$ cat src/sv/dpts_pkg.sv
// Shared types, codes and constants for the delayed priority task scheduler.
`default_nettype none

package dpts_pkg;

    localparam int DEF_TABLE_DEPTH = 16;
    localparam int MAX_DISPATCH    = 16;
    localparam int N_W             = $clog2(MAX_DISPATCH + 1);

    localparam logic [1:0] OP_ADD    = 2'd0;
    localparam logic [1:0] OP_REMOVE = 2'd1;
    localparam logic [1:0] OP_CLEAR  = 2'd2;
    localparam logic [1:0] OP_TICK   = 2'd3;

    localparam logic [2:0] RK_ADDED    = 3'd0;
    localparam logic [2:0] RK_REJECTED = 3'd1;
    localparam logic [2:0] RK_REMOVED  = 3'd2;
    localparam logic [2:0] RK_CLEARED  = 3'd3;
    localparam logic [2:0] RK_DISPATCH = 3'd4;
    localparam logic [2:0] RK_NONE     = 3'd5;

    typedef enum logic [2:0] {
        ST_IDLE,
        ST_ADD_SCAN,
        ST_REMOVE_SCAN,
        ST_TICK_SCAN,
        ST_DISPATCH,
        ST_FLUSH
    } state_t;

    typedef enum logic [2:0] {
        LN_NONE,
        LN_ADD,
        LN_DROP,
        LN_CLEAR,
        LN_READY
    } lane_op_t;

    typedef struct packed {
        lane_op_t op;
        logic     ready;
    } lane_cmd_t;

    typedef struct packed {
        logic [15:0]        id;
        logic signed [15:0] prio;
        logic [31:0]        delay;
    } entry_t;

endpackage

`default_nettype wire

$ cat src/sv/delayed_priority_task_scheduler_unit.sv
// Top level: sequencer of the delayed priority task scheduler over a scanned task table.
// Clear and a rejected add need no scan; an add scans for a free slot, a remove the whole table.
// A tick runs a scan pass per dispatched task and a final pass, or stops
// after the sixteenth dispatch and flushes. A new request is taken once busy drops.
// Each result shows on the output registers in the cycle after it is formed; the receiver cannot stall.
// Reset clears the valid bits, counters and sequencer at once; no clearing pass is needed.
`default_nettype none

module delayed_priority_task_scheduler_unit #(
    parameter int TABLE_DEPTH = dpts_pkg::DEF_TABLE_DEPTH
) (
    input  wire logic               clk,
    input  wire logic               rst_n,
    input  wire logic               start,
    output logic                    busy,
    input  wire logic [1:0]         opcode,
    input  wire logic [15:0]        task_id,
    input  wire logic signed [15:0] task_priority,
    input  wire logic [31:0]        release_delay,
    input  wire logic [31:0]        elapsed_time,
    output logic                    result_strobe,
    output logic [2:0]              result_kind,
    output logic [15:0]             dispatched_id,
    output logic [4:0]              removed_count,
    output logic [4:0]              occupancy,
    output logic                    last_result
);
    import dpts_pkg::*;

    localparam int IDX_W = $clog2(TABLE_DEPTH);
    localparam int CNT_W = $clog2(TABLE_DEPTH + 1);
    localparam logic [IDX_W:0]   SCAN_END = (IDX_W + 1)'(TABLE_DEPTH);
    localparam logic [CNT_W-1:0] FULL     = CNT_W'(TABLE_DEPTH);
    localparam logic [N_W-1:0]   N_LIMIT  = N_W'(MAX_DISPATCH);

    state_t state_reg;
    state_t state_next;

    logic [IDX_W:0]     scan_reg;
    logic [IDX_W:0]     scan_next;
    logic [CNT_W-1:0]   cnt_reg;
    logic [CNT_W-1:0]   cnt_next;
    logic [CNT_W-1:0]   occ_reg;
    logic [CNT_W-1:0]   occ_next;
    logic [N_W-1:0]     n_reg;
    logic [N_W-1:0]     n_next;
    logic               pass0_reg;
    logic               pass0_next;
    logic               best_found_reg;
    logic               best_found_next;
    logic               pend_reg;
    logic               pend_next;

    logic [15:0]        id_reg;
    logic [15:0]        id_next;
    logic signed [15:0] prio_reg;
    logic signed [15:0] prio_next;
    logic [31:0]        delay_reg;
    logic [31:0]        delay_next;
    logic [31:0]        dt_reg;
    logic [31:0]        dt_next;
    logic [IDX_W-1:0]   best_idx_reg;
    logic [IDX_W-1:0]   best_idx_next;
    logic signed [15:0] best_prio_reg;
    logic signed [15:0] best_prio_next;
    logic [IDX_W-1:0]   best_age_reg;
    logic [IDX_W-1:0]   best_age_next;
    logic [15:0]        best_id_reg;
    logic [15:0]        best_id_next;
    logic [15:0]        pend_id_reg;
    logic [15:0]        pend_id_next;
    logic [CNT_W-1:0]   pend_occ_reg;
    logic [CNT_W-1:0]   pend_occ_next;

    logic               strobe_reg;
    logic [2:0]         kind_reg;
    logic [15:0]        did_reg;
    logic [4:0]         rem_reg;
    logic [4:0]         occ_out_reg;
    logic               last_reg;

    logic               emit;
    logic [2:0]         e_kind;
    logic [15:0]        e_id;
    logic [CNT_W-1:0]   e_rem;
    logic [CNT_W-1:0]   e_occ;
    logic               e_last;

    logic [IDX_W-1:0]   scan_idx;
    logic [IDX_W-1:0]   proc_idx;
    logic               scan_done;
    logic               cand;
    logic               drop_hit;

    lane_cmd_t          lane_cmd;
    logic [IDX_W-1:0]   lane_idx;
    logic [IDX_W-1:0]   lane_rd_idx;
    logic               valid_at;
    logic               ready_at;
    logic [IDX_W-1:0]   age_at;

    logic               mem_we;
    logic [IDX_W-1:0]   mem_waddr;
    entry_t             mem_wdata;
    entry_t             mem_rdata;

    logic [31:0]        delay_left;
    logic               delay_zero;
    logic               id_match;
    logic               better;

    assign scan_idx  = scan_reg[IDX_W-1:0];
    assign proc_idx  = IDX_W'(scan_reg - (IDX_W + 1)'(1));
    assign scan_done = (scan_reg == SCAN_END);
    assign busy      = (state_reg != ST_IDLE);

    dpts_mem #(
        .DEPTH (TABLE_DEPTH)
    ) u_mem (
        .clk   (clk),
        .we    (mem_we),
        .waddr (mem_waddr),
        .wdata (mem_wdata),
        .raddr (scan_idx),
        .rdata (mem_rdata)
    );

    dpts_lanes #(
        .DEPTH (TABLE_DEPTH)
    ) u_lanes (
        .clk      (clk),
        .rst_n    (rst_n),
        .cmd      (lane_cmd),
        .cmd_idx  (lane_idx),
        .rd_idx   (lane_rd_idx),
        .valid_at (valid_at),
        .ready_at (ready_at),
        .age_at   (age_at)
    );

    dpts_alu #(
        .AGE_W (IDX_W)
    ) u_alu (
        .delay      (mem_rdata.delay),
        .step       (dt_reg),
        .id_a       (mem_rdata.id),
        .id_b       (id_reg),
        .cand_prio  (mem_rdata.prio),
        .cand_age   (age_at),
        .best_prio  (best_prio_reg),
        .best_age   (best_age_reg),
        .delay_left (delay_left),
        .delay_zero (delay_zero),
        .id_match   (id_match),
        .better     (better)
    );

    always_comb
    begin
        state_next      = state_reg;
        scan_next       = scan_reg;
        cnt_next        = cnt_reg;
        occ_next        = occ_reg;
        n_next          = n_reg;
        pass0_next      = pass0_reg;
        best_found_next = best_found_reg;
        pend_next       = pend_reg;
        id_next         = id_reg;
        prio_next       = prio_reg;
        delay_next      = delay_reg;
        dt_next         = dt_reg;
        best_idx_next   = best_idx_reg;
        best_prio_next  = best_prio_reg;
        best_age_next   = best_age_reg;
        best_id_next    = best_id_reg;
        pend_id_next    = pend_id_reg;
        pend_occ_next   = pend_occ_reg;

        emit   = 1'b0;
        e_kind = RK_NONE;
        e_id   = 16'd0;
        e_rem  = '0;
        e_occ  = occ_reg;
        e_last = 1'b0;

        lane_cmd.op    = LN_NONE;
        lane_cmd.ready = 1'b0;
        lane_idx       = proc_idx;
        lane_rd_idx    = proc_idx;

        mem_we    = 1'b0;
        mem_waddr = proc_idx;
        mem_wdata = mem_rdata;

        cand     = 1'b0;
        drop_hit = 1'b0;

        unique case (state_reg)
            ST_IDLE:
            begin
                if (start)
                begin
                    id_next    = task_id;
                    prio_next  = task_priority;
                    delay_next = release_delay;
                    dt_next    = elapsed_time;
                    scan_next  = '0;
                    unique case (opcode)
                        OP_ADD:
                        begin
                            if (occ_reg == FULL)
                            begin
                                emit   = 1'b1;
                                e_kind = RK_REJECTED;
                                e_last = 1'b1;
                            end
                            else
                            begin
                                state_next = ST_ADD_SCAN;
                            end
                        end
                        OP_REMOVE:
                        begin
                            cnt_next   = '0;
                            state_next = ST_REMOVE_SCAN;
                        end
                        OP_CLEAR:
                        begin
                            lane_cmd.op = LN_CLEAR;
                            occ_next    = '0;
                            emit        = 1'b1;
                            e_kind      = RK_CLEARED;
                            e_rem       = occ_reg;
                            e_occ       = '0;
                            e_last      = 1'b1;
                        end
                        OP_TICK:
                        begin
                            pass0_next      = 1'b1;
                            n_next          = '0;
                            pend_next       = 1'b0;
                            best_found_next = 1'b0;
                            state_next      = ST_TICK_SCAN;
                        end
                        default:
                        begin
                        end
                    endcase
                end
            end

            ST_ADD_SCAN:
            begin
                // The table is known not to be full, so a free slot turns up.
                lane_rd_idx = scan_idx;
                lane_idx    = scan_idx;
                if (!valid_at)
                begin
                    mem_we         = 1'b1;
                    mem_waddr      = scan_idx;
                    mem_wdata.id    = id_reg;
                    mem_wdata.prio  = prio_reg;
                    mem_wdata.delay = delay_reg;
                    lane_cmd.op    = LN_ADD;
                    occ_next       = occ_reg + CNT_W'(1);
                    emit           = 1'b1;
                    e_kind         = RK_ADDED;
                    e_occ          = occ_next;
                    e_last         = 1'b1;
                    state_next     = ST_IDLE;
                end
                else
                begin
                    scan_next = scan_reg + (IDX_W + 1)'(1);
                end
            end

            ST_REMOVE_SCAN:
            begin
                // Read data is registered, so it belongs to the slot addressed in the cycle before.
                if (scan_reg != '0)
                begin
                    drop_hit = valid_at && id_match;
                    if (drop_hit)
                    begin
                        lane_cmd.op = LN_DROP;
                        cnt_next    = cnt_reg + CNT_W'(1);
                        occ_next    = occ_reg - CNT_W'(1);
                    end
                end
                if (scan_done)
                begin
                    emit       = 1'b1;
                    e_kind     = RK_REMOVED;
                    e_rem      = cnt_next;
                    e_occ      = occ_next;
                    e_last     = 1'b1;
                    state_next = ST_IDLE;
                end
                else
                begin
                    scan_next = scan_reg + (IDX_W + 1)'(1);
                end
            end

            ST_TICK_SCAN:
            begin
                if (scan_reg != '0)
                begin
                    if (pass0_reg)
                    begin
                        // First pass applies the time step and records released slots.
                        mem_we          = 1'b1;
                        mem_wdata.delay = delay_left;
                        lane_cmd.op     = LN_READY;
                        lane_cmd.ready  = delay_zero;
                        cand            = valid_at && delay_zero;
                    end
                    else
                    begin
                        cand = valid_at && ready_at;
                    end
                    if (cand && (!best_found_reg || better))
                    begin
                        best_found_next = 1'b1;
                        best_idx_next   = proc_idx;
                        best_prio_next  = mem_rdata.prio;
                        best_age_next   = age_at;
                        best_id_next    = mem_rdata.id;
                    end
                end
                if (scan_done)
                begin
                    state_next = ST_DISPATCH;
                end
                else
                begin
                    scan_next = scan_reg + (IDX_W + 1)'(1);
                end
            end

            ST_DISPATCH:
            begin
                // The newest dispatch is held back until it is known whether it is the last.
                if (best_found_reg)
                begin
                    lane_cmd.op   = LN_DROP;
                    lane_idx      = best_idx_reg;
                    occ_next      = occ_reg - CNT_W'(1);
                    n_next        = n_reg + N_W'(1);
                    emit          = pend_reg;
                    e_kind        = RK_DISPATCH;
                    e_id          = pend_id_reg;
                    e_occ         = pend_occ_reg;
                    pend_next     = 1'b1;
                    pend_id_next  = best_id_reg;
                    pend_occ_next = occ_next;
                    if (n_next == N_LIMIT)
                    begin
                        state_next = ST_FLUSH;
                    end
                    else
                    begin
                        scan_next       = '0;
                        best_found_next = 1'b0;
                        pass0_next      = 1'b0;
                        state_next      = ST_TICK_SCAN;
                    end
                end
                else
                begin
                    emit   = 1'b1;
                    e_last = 1'b1;
                    if (pend_reg)
                    begin
                        e_kind = RK_DISPATCH;
                        e_id   = pend_id_reg;
                        e_occ  = pend_occ_reg;
                    end
                    else
                    begin
                        e_kind = RK_NONE;
                    end
                    pend_next  = 1'b0;
                    state_next = ST_IDLE;
                end
            end

            ST_FLUSH:
            begin
                emit       = 1'b1;
                e_kind     = RK_DISPATCH;
                e_id       = pend_id_reg;
                e_occ      = pend_occ_reg;
                e_last     = 1'b1;
                pend_next  = 1'b0;
                state_next = ST_IDLE;
            end

            default:
            begin
                state_next = ST_IDLE;
            end
        endcase
    end

    always_ff @(posedge clk or negedge rst_n)
    begin
        if (!rst_n)
        begin
            state_reg      <= ST_IDLE;
            scan_reg       <= '0;
            cnt_reg        <= '0;
            occ_reg        <= '0;
            n_reg          <= '0;
            pass0_reg      <= 1'b0;
            best_found_reg <= 1'b0;
            pend_reg       <= 1'b0;
            strobe_reg     <= 1'b0;
        end
        else
        begin
            state_reg      <= state_next;
            scan_reg       <= scan_next;
            cnt_reg        <= cnt_next;
            occ_reg        <= occ_next;
            n_reg          <= n_next;
            pass0_reg      <= pass0_next;
            best_found_reg <= best_found_next;
            pend_reg       <= pend_next;
            strobe_reg     <= emit;
        end
    end

    always_ff @(posedge clk)
    begin
        id_reg        <= id_next;
        prio_reg      <= prio_next;
        delay_reg     <= delay_next;
        dt_reg        <= dt_next;
        best_idx_reg  <= best_idx_next;
        best_prio_reg <= best_prio_next;
        best_age_reg  <= best_age_next;
        best_id_reg   <= best_id_next;
        pend_id_reg   <= pend_id_next;
        pend_occ_reg  <= pend_occ_next;
        if (emit)
        begin
            kind_reg    <= e_kind;
            did_reg     <= e_id;
            rem_reg     <= 5'(e_rem);
            occ_out_reg <= 5'(e_occ);
            last_reg    <= e_last;
        end
    end

    assign result_strobe = strobe_reg;
    assign result_kind   = kind_reg;
    assign dispatched_id = did_reg;
    assign removed_count = rem_reg;
    assign occupancy     = occ_out_reg;
    assign last_result   = last_reg;

endmodule

`default_nettype wire

$ cat src/sv/dpts_mem.sv
// Task table storage: id, priority and delay of each slot, one write and one read port.
`default_nettype none

module dpts_mem #(
    parameter int DEPTH = 16,
    localparam int IDX_W = $clog2(DEPTH)
) (
    input  wire logic             clk,
    input  wire logic             we,
    input  wire logic [IDX_W-1:0] waddr,
    input  wire dpts_pkg::entry_t wdata,
    input  wire logic [IDX_W-1:0] raddr,
    output dpts_pkg::entry_t      rdata
);
    import dpts_pkg::*;

    entry_t mem [DEPTH];

    always_ff @(posedge clk)
    begin
        if (we)
        begin
            mem[waddr] <= wdata;
        end
        rdata <= mem[raddr];
    end

endmodule

`default_nettype wire

$ cat src/sv/dpts_alu.sv
// Shared datapath unit: saturating delay subtract, id match and priority/age compare.
`default_nettype none

module dpts_alu #(
    parameter int AGE_W = 4
) (
    input  wire logic [31:0]        delay,
    input  wire logic [31:0]        step,
    input  wire logic [15:0]        id_a,
    input  wire logic [15:0]        id_b,
    input  wire logic signed [15:0] cand_prio,
    input  wire logic [AGE_W-1:0]   cand_age,
    input  wire logic signed [15:0] best_prio,
    input  wire logic [AGE_W-1:0]   best_age,
    output logic [31:0]             delay_left,
    output logic                    delay_zero,
    output logic                    id_match,
    output logic                    better
);

    always_comb
    begin
        delay_left = (delay > step) ? delay - step : 32'd0;
        delay_zero = (delay_left == 32'd0);
        id_match   = (id_a == id_b);
        // A larger age means an earlier insertion, which wins a priority tie.
        better     = (cand_prio > best_prio) ||
                     ((cand_prio == best_prio) && (cand_age > best_age));
    end

endmodule

`default_nettype wire

$ cat src/sv/dpts_lanes.sv
// Per-slot flags: valid bits, released flags and insertion ranks, updated in parallel.
`default_nettype none

module dpts_lanes #(
    parameter int DEPTH = 16,
    localparam int IDX_W = $clog2(DEPTH)
) (
    input  wire logic                clk,
    input  wire logic                rst_n,
    input  wire dpts_pkg::lane_cmd_t cmd,
    input  wire logic [IDX_W-1:0]    cmd_idx,
    input  wire logic [IDX_W-1:0]    rd_idx,
    output logic                     valid_at,
    output logic                     ready_at,
    output logic [IDX_W-1:0]         age_at
);
    import dpts_pkg::*;

    logic [DEPTH-1:0] valid_reg;
    logic [DEPTH-1:0] valid_next;
    logic [DEPTH-1:0] ready_reg;
    logic [DEPTH-1:0] ready_next;
    logic [IDX_W-1:0] age_reg  [DEPTH];
    logic [IDX_W-1:0] age_next [DEPTH];
    logic [IDX_W-1:0] drop_age;

    assign valid_at = valid_reg[rd_idx];
    assign ready_at = ready_reg[rd_idx];
    assign age_at   = age_reg[rd_idx];
    assign drop_age = age_reg[cmd_idx];

    always_comb
    begin
        valid_next = valid_reg;
        ready_next = ready_reg;
        age_next   = age_reg;
        unique case (cmd.op)
            LN_ADD:
            begin
                for (int i = 0; i < DEPTH; i++)
                begin
                    if (valid_reg[i])
                    begin
                        age_next[i] = age_reg[i] + IDX_W'(1);
                    end
                end
                valid_next[cmd_idx] = 1'b1;
                age_next[cmd_idx]   = '0;
            end
            LN_DROP:
            begin
                // Close the gap in the ranks left by the dropped slot.
                for (int i = 0; i < DEPTH; i++)
                begin
                    if (valid_reg[i] && (age_reg[i] > drop_age))
                    begin
                        age_next[i] = age_reg[i] - IDX_W'(1);
                    end
                end
                valid_next[cmd_idx] = 1'b0;
            end
            LN_CLEAR:
            begin
                valid_next = '0;
            end
            LN_READY:
            begin
                ready_next[cmd_idx] = cmd.ready;
            end
            LN_NONE:
            begin
            end
            default:
            begin
            end
        endcase
    end

    always_ff @(posedge clk or negedge rst_n)
    begin
        if (!rst_n)
        begin
            valid_reg <= '0;
        end
        else
        begin
            valid_reg <= valid_next;
        end
    end

    always_ff @(posedge clk)
    begin
        ready_reg <= ready_next;
        age_reg   <= age_next;
    end

endmodule

`default_nettype wire

$ cat config.mk
export PLATFORM = sky130hd
export DESIGN_NAME = delayed_priority_task_scheduler_unit
export DESIGN_NICKNAME = d
export VERILOG_FILES = /design/src/sv/dpts_pkg.sv /design/src/sv/delayed_priority_task_scheduler_unit.sv /design/src/sv/dpts_mem.sv /design/src/sv/dpts_alu.sv /design/src/sv/dpts_lanes.sv
export SDC_FILE = /design/constraint.sdc
export NUM_CORES = 2
export LEC_CHECK = 0
export ABC_AREA = 0
export BUFFER_PORTS_ARGS = -buffer_cell sky130_fd_sc_hd__buf_2
export CORE_ASPECT_RATIO = 0.6
export CORE_UTILIZATION = 55
export DETAILED_ROUTE_END_ITERATION = 6
export GPL_ROUTABILITY_DRIVEN = 0
export PLACE_DENSITY = 0.71
export SYNTH_ARGS = -nofsm -noshare
export SYNTH_HDL_FRONTEND = slang
export SYNTH_SLANG_ARGS = --single-unit
$ cat constraint.sdc
create_clock -name clk -period 12.5 [get_ports clk]
set_input_delay 1.875 -clock clk [delete_from_list [all_inputs] [get_ports clk]]
set_output_delay 1.875 -clock clk [all_outputs]
set_load 0.005 [all_outputs]
==> run_results.csv <==
group,metric,value,unit
routing,drt_iter0_markers,5009,
sta,period_needed,6978,ps
sta,fin_crit_sh,0.5583,
pwr,p_per_area,280.8,mW/mm²
global_route,gr-total-overflow,0,
final_layout,synthToLayoutAreaGrowth,11.40,%
sta,setup_viol,0,
worst_setup_path,required,12890,ps
worst_setup_path,crit_slowest_cell,"o21ai_0",
clock_tree,clock_latency,760,ps
floorplanning,rows,93,
worst_setup_path,critPathKind,"register to register",
sta,final-hold-violation-count,0,
routing,wl_per_cell,28.36,µm
worst_setup_path,worstPathMaxFanout,48,
clock_tree,cts_resized,0,
place,dp_slack,5681,ps
sta,fin_ws,5522,ps
synth,ys_seq_area_frac,0.6812,
clock_tree,numCtsBuffers,130,
synth,yosysMostFrequentCell,"edfxtp_1",
synth,synth_top_area_share,0.6421,
global_route,grt_pass1_vias,33610,
final_layout,nNetsFinal,4067,
synth,ys_top_cells_by_count,"edfxtp_1, mux4_2, nand2_1, o21ai_0, a21oi_1",
synth,synthTopCellsByArea,"edfxtp_1, mux4_2, ha_1",
final_layout,largest_reg_flops,1024,
routing,vias,35241,
clock_tree,clock_sinks,1398,
synth,syn_nets,3922,
synth,ys_types,80,
global_route,grt_pass1_wl,223800,µm
floorplanning,core,0.1081,mm²
routing,viasPerCell,6.602,
synth,ys_warn_count,0,
floorplanning,die_area,0.1111,mm²
synth,yosysTopAreaCell,"edfxtp_1",
global_route,antenna_found_initial,5,
clock_tree,ctsHtreeMaxLevel,4,
min_path,hold_depth,0,
place,postPlaceCellArea,0.06279,mm²
synth,syn_inst,3658,
global_route,grt_max_degree,149,
synth,synth_flop_cell,"edfxtp_1",
worst_setup_path,crit_arrival,7360,ps
sta,tightest_slew,1360,ps
routing,routed_wl,151400,µm
synth,synth_enable_flop_cells,1291,
routing,drtPass1Iterations,7,
sta,fmax,0.1433,GHz
routing,final_antenna_net_count,0,
routing,drc,10,
clock_tree,post_cts_buffers,0,
worst_setup_path,crit_top_cell,"buf_4",
worst_setup_path,worst_path_largest_cell_delay,1020,ps
min_path,hold_path_class,"register to register",
place,place_hpwl,91470,µm
clock_tree,cts_tree,"done",
worst_setup_path,end_kind,"register",
flow_run,max_cap_violations,0,
place,io_buffers,132,
sta,skew,27.11,ps
sta,slew_headroom,0.08720,
synth,synth_area_per_cell,16.50,µm²
clock_tree,clk_pin_slew,60,ps
floorplanning,die_w,429.7,µm
final_layout,final_area,0.06726,mm²
outcome,status,"complete, but fails checks",
pwr,p_leak,22.52,nW
floorplanning,pin_count,133,
global_route,grt_usage,0.2741,
clock_tree,clockBufferDepth,3,
pwr,p_total,18.88,mW
floorplanning,die_h,258.6,µm
sta,slew_violations,0,
floorplanning,initial_core_util,0.5585,
worst_setup_path,worstRegToRegCells,14,
clock_tree,postCtsHoldBufs,0,
synth,synth_area,0.06037,mm²
final_layout,drive_gt1_frac,0.2045,
sta,rsz0062_at_grt,"false",
worst_setup_path,startpoint_type,"register",
clock_tree,cts_root_buffer,"clkbuf_16",
pwr,vdd_drop_max,0.2033,mV
worst_setup_path,crit_chain,"or3b_1 > inv_2 > ha_1 > inv_1 > buf_4 > mux4_2 > a221oi_2 > a31o_4 > and2_4 > nor2_1 > o2bb2ai_1 > o21ai_0 > nor2b_4 > buf_4",
sta,tns,0,ps
synth,async_flop_share,0.03076,
outcome,violations,"DRC",
synth,ys_ff_latch,1398,
[power by group]
part	switching, mW	internal [mW]	total (mW)
Combinational	4.63	2.71	7.34
Sequential	0.633	6.76	7.40
Clock	1.77	2.39	4.15
Total	7.03	11.9	18.9
[critical path: cells and delay by family (launching register included)]
| family | cells | cell delay (ps) |
|---|---|---|
| buffers and inverters | 4 | 1340 |
| DFF | 1 | 660 |
| muxes | 1 | 590 |
| adders and majority gates | 1 | 490 |
| and+or+nand+nor | 4 | 1590 |
| AOI/OAI and AO/OA | 4 | 1880 |
[cell families (layout without fill, tap and decap cells)]
| group | after synthesis | after routing | share of synthesized area |
|---|---|---|---|
| other | 0 | 1 | 0 |
| flip-flops | 1398 | 1398 | 0.6812 |
| XOR/XNOR | 96 | 96 | 0.01393 |
| AO/OA/AOI/OAI | 574 | 574 | 0.05857 |
| multiplexers | 384 | 384 | 0.1355 |
| adder cells (fa/ha/maj) | 163 | 163 | 0.03391 |
| AND/OR/NAND/NOR | 731 | 731 | 0.05633 |
| buffers and inverters | 312 | 566 | 0.02054 |
[routing by layer]
layer / part of all wire / global-route usage / wire (µm) / vias up
met5: 0 / 0 / 0 / -
met4: 0.020 / 0.07282 / 3003 / 0
met3: 0.12 / 0.06286 / 18010 / 205
met2: 0.42 / 0.3790 / 64330 / 2277
met1: 0.44 / 0.4375 / 66040 / 17930
li1: - / - / - / 14829
[layout make-up]
cell class / instances / area (µm²)
Antenna cell: 1 / 2.502
Tap cell: 1425 / 1783
Clock inverter: 62 / 769.5
Clock buffer: 179 / 3695
Timing Repair Buffer: 202 / 1199
Sequential cell: 1398 / 41140
Multi-Input combinational cell: 1948 / 18210
Fill cell: 7608 / 40840
Inverter: 123 / 461.7
[placed cells by master (no fill, tap or decap), drive strengths merged, types with 14 or more instances in the layout]
cell type and instances:
and2 23, bufinv 14, nor2b 30, a22oi 34, nand2b 29, a21o 17, nand4 48, nand2 303
edfxtp 1291, xor2 19, clkbuf 179, o211ai 18, xnor2 77, ha 162, o22ai 16, clkinv 30
nor3 37, nand3 53, a21oi 165, buf 202, a31oi 19, dfrtp 43, o31ai 21, mux4 346
nor2 149, inv 134, o21ai 181, dfxtp 64, mux2i 30
[worst paths after layout]
kind / from / to / slack, ps
setup / recovery: state_reg[2] / u_mem.mem[2][41] / 5520
hold / removal: best_id_reg[7] / pend_id_reg[7] / 420
setup reg to reg: state_reg[2] / u_mem.mem[2][41] / 5520
hold reg to reg: best_id_reg[7] / pend_id_reg[7] / 420
max in group asynchronous: rst_n / scan_reg[1] / 10630
min in group asynchronous: rst_n / result_strobe / 1270
[metrics by stage]
| stage | std cells | utilization | hold slack, ps |
|---|---|---|---|
| 2_1_floorplan | 3658 | - | 400.3 |
| 3_3_place_gp | 5096 | 0.5808 | 404.8 |
| 3_5_place_dp | 5096 | 0.5808 | 405.2 |
| 4_1_cts | 5337 | 0.6221 | 416.9 |
| 5_1_grt | 5337 | 0.6221 | 438.8 |
| 6_report | 5338 | 0.6222 | 419.5 |
No activity file was read; power rests on OpenSTA's default activity.
